==> src/rtl/kpt_pkg.sv <==
package kpt_pkg;

  localparam int KPT_CAPACITY = 256;
  localparam int KEY_W = 44;
  localparam int PRICE_W = 27;
  localparam int POS_W = 8;
  localparam int COUNT_W = 9;

  typedef enum logic [1:0] {
    OP_INSERT  = 2'd0,
    OP_LOOKUP  = 2'd1,
    OP_DELETE  = 2'd2,
    OP_READ_AT = 2'd3
  } kpt_op_t;

  typedef enum logic [2:0] {
    ST_OK        = 3'd0,
    ST_DUPLICATE = 3'd1,
    ST_NOT_FOUND = 3'd2,
    ST_FULL      = 3'd3,
    ST_RANGE     = 3'd4
  } kpt_status_t;

  typedef enum logic {
    S_IDLE = 1'b0,
    S_EXEC = 1'b1
  } kpt_state_t;

  typedef struct packed {
    kpt_op_t              operation;
    logic [KEY_W-1:0]     key_code;
    logic [PRICE_W-1:0]   price_cents;
    logic [POS_W-1:0]     position;
  } kpt_in_t;

  typedef struct packed {
    kpt_status_t          status;
    logic [PRICE_W-1:0]   found_price;
    logic [KEY_W-1:0]     found_key;
    logic [COUNT_W-1:0]   entry_count;
  } kpt_out_t;

  // control broadcast to every cell of the row
  typedef struct packed {
    logic                 load;
    logic                 read_at;
    logic [KEY_W-1:0]     cmp_key;
    logic                 exec_wr;
    logic                 exec_del;
    logic [KEY_W-1:0]     wr_key;
    logic [PRICE_W-1:0]   wr_price;
  } kpt_cell_ctl_t;

endpackage

==> src/rtl/kpt_cell.sv <==
module kpt_cell
  import kpt_pkg::*;
(
  input  logic                clk,
  input  kpt_cell_ctl_t       ctl,
  input  logic                live,
  input  logic                pos_sel,
  input  logic                tail,
  input  logic                seen_in,
  input  logic [KEY_W-1:0]    nb_key,
  input  logic [PRICE_W-1:0]  nb_price,
  output logic                seen_out,
  output logic                pick_q,
  output logic [KEY_W-1:0]    key_q,
  output logic [PRICE_W-1:0]  price_q
);

  logic [KEY_W-1:0]   key_r;
  logic [PRICE_W-1:0] price_r;
  logic               pick_r;

  // at or after the deleted entry: take the right neighbor's contents
  assign seen_out = seen_in | pick_r;

  always_ff @(posedge clk) begin
    if (ctl.load) begin
      pick_r <= live & (ctl.read_at ? pos_sel : (key_r == ctl.cmp_key));
    end
    if (ctl.exec_wr && tail) begin
      key_r   <= ctl.wr_key;
      price_r <= ctl.wr_price;
    end else if (ctl.exec_del && seen_out) begin
      key_r   <= nb_key;
      price_r <= nb_price;
    end
  end

  assign pick_q  = pick_r;
  assign key_q   = key_r;
  assign price_q = price_r;

endmodule

==> config.mk <==
export PLATFORM = sky130hd
export DESIGN_NAME = kpt_cell
export DESIGN_NICKNAME = d
export VERILOG_FILES = /design/src/rtl/kpt_pkg.sv /design/src/rtl/kpt_cell.sv
export SDC_FILE = /design/constraint.sdc
export NUM_CORES = 1
export LEC_CHECK = 0
export BUFFER_PORTS_ARGS = -buffer_cell sky130_fd_sc_hd__buf_2
export CORE_MARGIN = 2
export CORE_UTILIZATION = 23
export CTS_CLUSTER_DIAMETER = 40
export DETAILED_ROUTE_END_ITERATION = 12
export PLACE_DENSITY = 0.57
export SYNTH_ARGS = -nofsm -noshare
export SYNTH_HDL_FRONTEND = slang
export SYNTH_SLANG_ARGS = --single-unit
==> constraint.sdc <==
create_clock -name clk -period 3 [get_ports clk]
set_input_delay 0.45 -clock clk [delete_from_list [all_inputs] [get_ports clk]]
set_output_delay 0.45 -clock clk [all_outputs]
set_load 0.005 [all_outputs]
-- Yosys cells after proc, flatten, opt, wreduce, memory -nomap -nowiden
Cells that the tools add are included.
- register bits after elaboration: 72
- input bits: 195
- word-level logic and storage cells: 14
- output and inout bits: 73
- bitwise logic cells: 2
- reductions and logical operators: 3
- equality and inequality tests: 1
- mux-type cells: 5
- operator list (kind ; count):
    44-bit 2-to-1 mux ; 2
    27-bit 2-to-1 mux ; 2
    44-bit == test ; 1
    1-bit logical AND ; 2
    2-bit nonzero test ; 1
    1-bit AND ; 1
    1-bit 2-to-1 mux ; 1
    1-bit OR ; 1

-- Depth between registers and ports, before layout
- depth in word-level cells: 4
- gate-level depth with buffers: 5
- mapped depth without buffers: 5

-- Worst setup path after synthesis
Ideal clock, no wire load.
- kind: input to register
- from: input port ctl[72] (netlist bit)
- to: register key_r[0], in the netlist key_q[0], enable pin
- buffers on the path: 1
- stages on the path: 3
- slack: 0.222 ns
- required time: 2.264 ns
- arrival: 2.042 ns
- library setup time: 0.736 ns
- cells stage by stage: nand2_1 > buf_2 > nand2_1
- longest elaborated chain between the ends: 2
- ends and longest elaborated chain (item ; line ; RTL):
    start, declared ; kpt_cell.sv:5 ; input kpt_cell_ctl_t ctl,
    1-bit logical AND ; kpt_cell.sv:29 ; if (ctl.exec_wr && tail) begin
    2-bit nonzero test (no source line) ; -- ;
    end signal, assigned ; kpt_cell.sv:30 ; key_r <= ctl.wr_key;
    end signal, assigned ; kpt_cell.sv:33 ; key_r <= nb_key;
    end, declared ; kpt_cell.sv:18 ; logic [KEY_W-1:0] key_r;
Every way passes these cells.
A chain may end at the register's enable or synchronous reset.

-- Worst setup path in the final report
- from: register pick_r, in the netlist pick_q
- to: register key_r[16], in the netlist key_q[16], enable pin
- longest elaborated chain between the ends: 3
- ends and longest elaborated chain (item ; line ; RTL):
    start, declared ; kpt_cell.sv:20 ; logic pick_r;
    start signal, assigned ; kpt_cell.sv:27 ; pick_r <= live & (ctl.read_at ? pos_sel : (key_r == ctl.cmp_key));
    1-bit OR ; kpt_cell.sv:23 ; assign seen_out = seen_in | pick_r;
    1-bit logical AND ; kpt_cell.sv:32 ; end else if (ctl.exec_del && seen_out) begin
    2-bit nonzero test (no source line) ; -- ;
Every way passes these cells.

==> impl_metrics.toml <==
[outcome]
status = "finished clean"

[pwr]
power_mw = 2.69
power.leakage_nw = 2.39
peakVddDrop_mv = 0.234
power_per_cell_area_nw_per_um2 = 498

[detailed_routing]
dr_wl_met2_um = 5120
via_per_inst = 4.21
drt-met1-wl_um = 4000
wirelength_um = 10500
drtPass1Iterations = 4
vias = 2899
drtIter0Drc = 73
drcViolationCount = 0
postRouteAntennaNets = 0
wl_per_cell_um = 15.2
met3_wirelength_um = 1030
highest_layer = "met4"

[clock_tree]
cts_resized = 0
tritoncts = "yes"
clkSinkCount = 72
cts_made_buffers = 9
holdBufCountCts = 0
post_cts_buffers = 0
htree_levels = 3
clk-insertion-delay-late_ns = 0.34
root_buffer = "clkbuf_16"
clock_tree.buffer_depth = 2
path_clk_slew_ns = 0.06

[layout]
nets = 690
drive_gt1_share_pct = 72.0
layout_common_cells = "buf_2 (267), edfxtp_1 (72), mux2_2 (71), xnor2_1 (22), xor2_1 (17)"
synthToLayoutAreaGrowth_pct = 52.7
antenna_cells = 0
final_common_cell = "buf_2"

[synthesis]
ys_types = 18
yosysWarnings = 0
synth_area_um2 = 3530
syn_inst = 221
ys_ff_latch = 72
syn_area_per_cell_um2 = 16.0
yosysSeqAreaShare_pct = 61.2
synth_nets = 416

[global_route]
track_usage_pct = 12.6
globalRouteOverflowTotal = 0
grt_max_degree = 37
grt_pass1_wl_um = 15300
antenna_found_initial = 0
grt_pass1_vias = 3134

[timing]
worst_pin_slew_ns = 0.506
fin_crit_sh_pct = 58.3
maxSlewViolCount = 0
fmax_mhz = 572
hold_viol = 0
slew_headroom_pct = 66.2
final.min_clock_period_ns = 1.75
fin_skew_ns = 0.00694
whs_ns = 0.321
rsz0062_at_grt = "false"
setup_viol = 0
tns_ns = 0

[floorplan]
core_area_um2 = 15100
die_area_um2 = 16400
die_h_um = 128
rows = 45
initial_utilization_pct = 23.4
die_w_um = 128
pin_count = 268

[setup_path]
setup.worst_path.start_class = "flip-flop"
crit_type = "flip-flop to flip-flop"
cp_top_family = "simple AND/OR/NAND/NOR gates"
cp_num_buf_inv = 1
critical_path.cell_chain = "or2_2 > nand2_1 > nand2_4 > buf_12"
slowest_stage = "edfxtp_1"
cp_data_arrival_time_ns = 1.82
crit_fanout = 36
slowest_delay_ns = 0.41
cp.required_ns = 3.07
critical_path.endpoint_type = "flip-flop"

[flow_run]
drv_cap = 0

[place]
dpl.hpwl_um = 8220
gp_congestion = 0.752
port-buffer-count = 267

[worst_hold_path]
min_path_type = "input pin to flip-flop"
==> synthesized netlist by cell type (all sizes together) <==
| library cell | n | area (µm²) |
|---|---|---|
| edfxtp | 72 | 2160 |
| nor2 | 1 | 3.75 |
| a22o | 1 | 8.76 |
| nand3 | 1 | 5.00 |
| mux2 | 71 | 800 |
| nand4 | 7 | 43.8 |
| o22ai | 2 | 12.5 |
| xnor2 | 22 | 193 |
| a2111oi | 2 | 30.0 |
| nand2 | 4 | 15.0 |
| nand2b | 1 | 6.26 |
| inv | 5 | 18.8 |
| o21ai | 1 | 5.00 |
| buf | 7 | 35.0 |
| nor4 | 5 | 31.3 |
| or2 | 1 | 6.26 |
| xor2 | 17 | 149 |
| o2bb2ai | 1 | 8.76 |
==> worst register-to-register path, delay by kind of cell, from the launching register on <==
family,cells,cell delay [ns]
and+or+nand+nor,3,0.72
DFF,1,0.41
buffers and inverters,1,0.34
==> routing by layer <==
metal	vias up	track usage, %
met5	-	0
met4	0	7.50
met3	17	3.84
met2	185	22.5
met1	1307	12.9
li1	1390	-
==> stage by stage <==
| stage | cell area (µm²) | worst slack, ns | std cells | util, % |
|---|---|---|---|---|
| 2_1_floorplan | 3530 | 0.222 | 221 | - |
| 3_5_place_dp | 5130 | 1.06 | 672 | 34.0 |
| 3_3_place_gp | 5130 | 1.09 | 672 | 34.0 |
| 5_1_grt | 5400 | 1.13 | 688 | 35.8 |
| 4_1_cts | 5400 | 1.23 | 688 | 35.8 |
| 6_report | 5400 | 1.25 | 688 | 35.8 |
==> registers in the layout, indices dropped and copies added, names as in the netlist <==
name / cells
key_q: 44
price_q: 27
pick_q: 1
==> where the power goes <==
part / internal [mW] / total, mW / switching, mW
Sequential: 1.22 / 1.27 / 0.0448
Clock: 0.550 / 0.961 / 0.411
Combinational: 0.261 / 0.458 / 0.197
Total: 2.03 / 2.69 / 0.653
==> kinds of logic (layout without fill, tap and decap cells) <==
logic type                after synthesis  after routing  share of synthesized area (%)
DFF                                    72             72                           61.2
buffers and inverters                  12            291                           1.52
AOI/OAI and AO/OA                       7              7                           1.84
xor gates and xnor gates               39             39                           9.67
and+or+nand+nor                        20             20                           3.15
muxes                                  71             71                           22.6
==> final cells by class <==
cell class	instances	area, µm²
inverters	5	18.8
clock inverters	7	38.8
well taps	188	235
flip-flops and latches	72	2160
fillers	1487	9690
repair buffers	270	1380
clock buffers	9	225
multi-input cells	137	1330
==> worst paths after layout <==
kind | from | endpoint | slack, ns | depth (start not counted)
max | pick_q | key_q[16] | 1.25 | 4
min | ctl[118] | pick_q | 0.32 | 1
max reg2reg | pick_q | key_q[16] | 1.25 | 4
min reg2reg | key_q[31] | pick_q | 0.86 | 4
No activity file was read; power rests on OpenSTA's default activity.
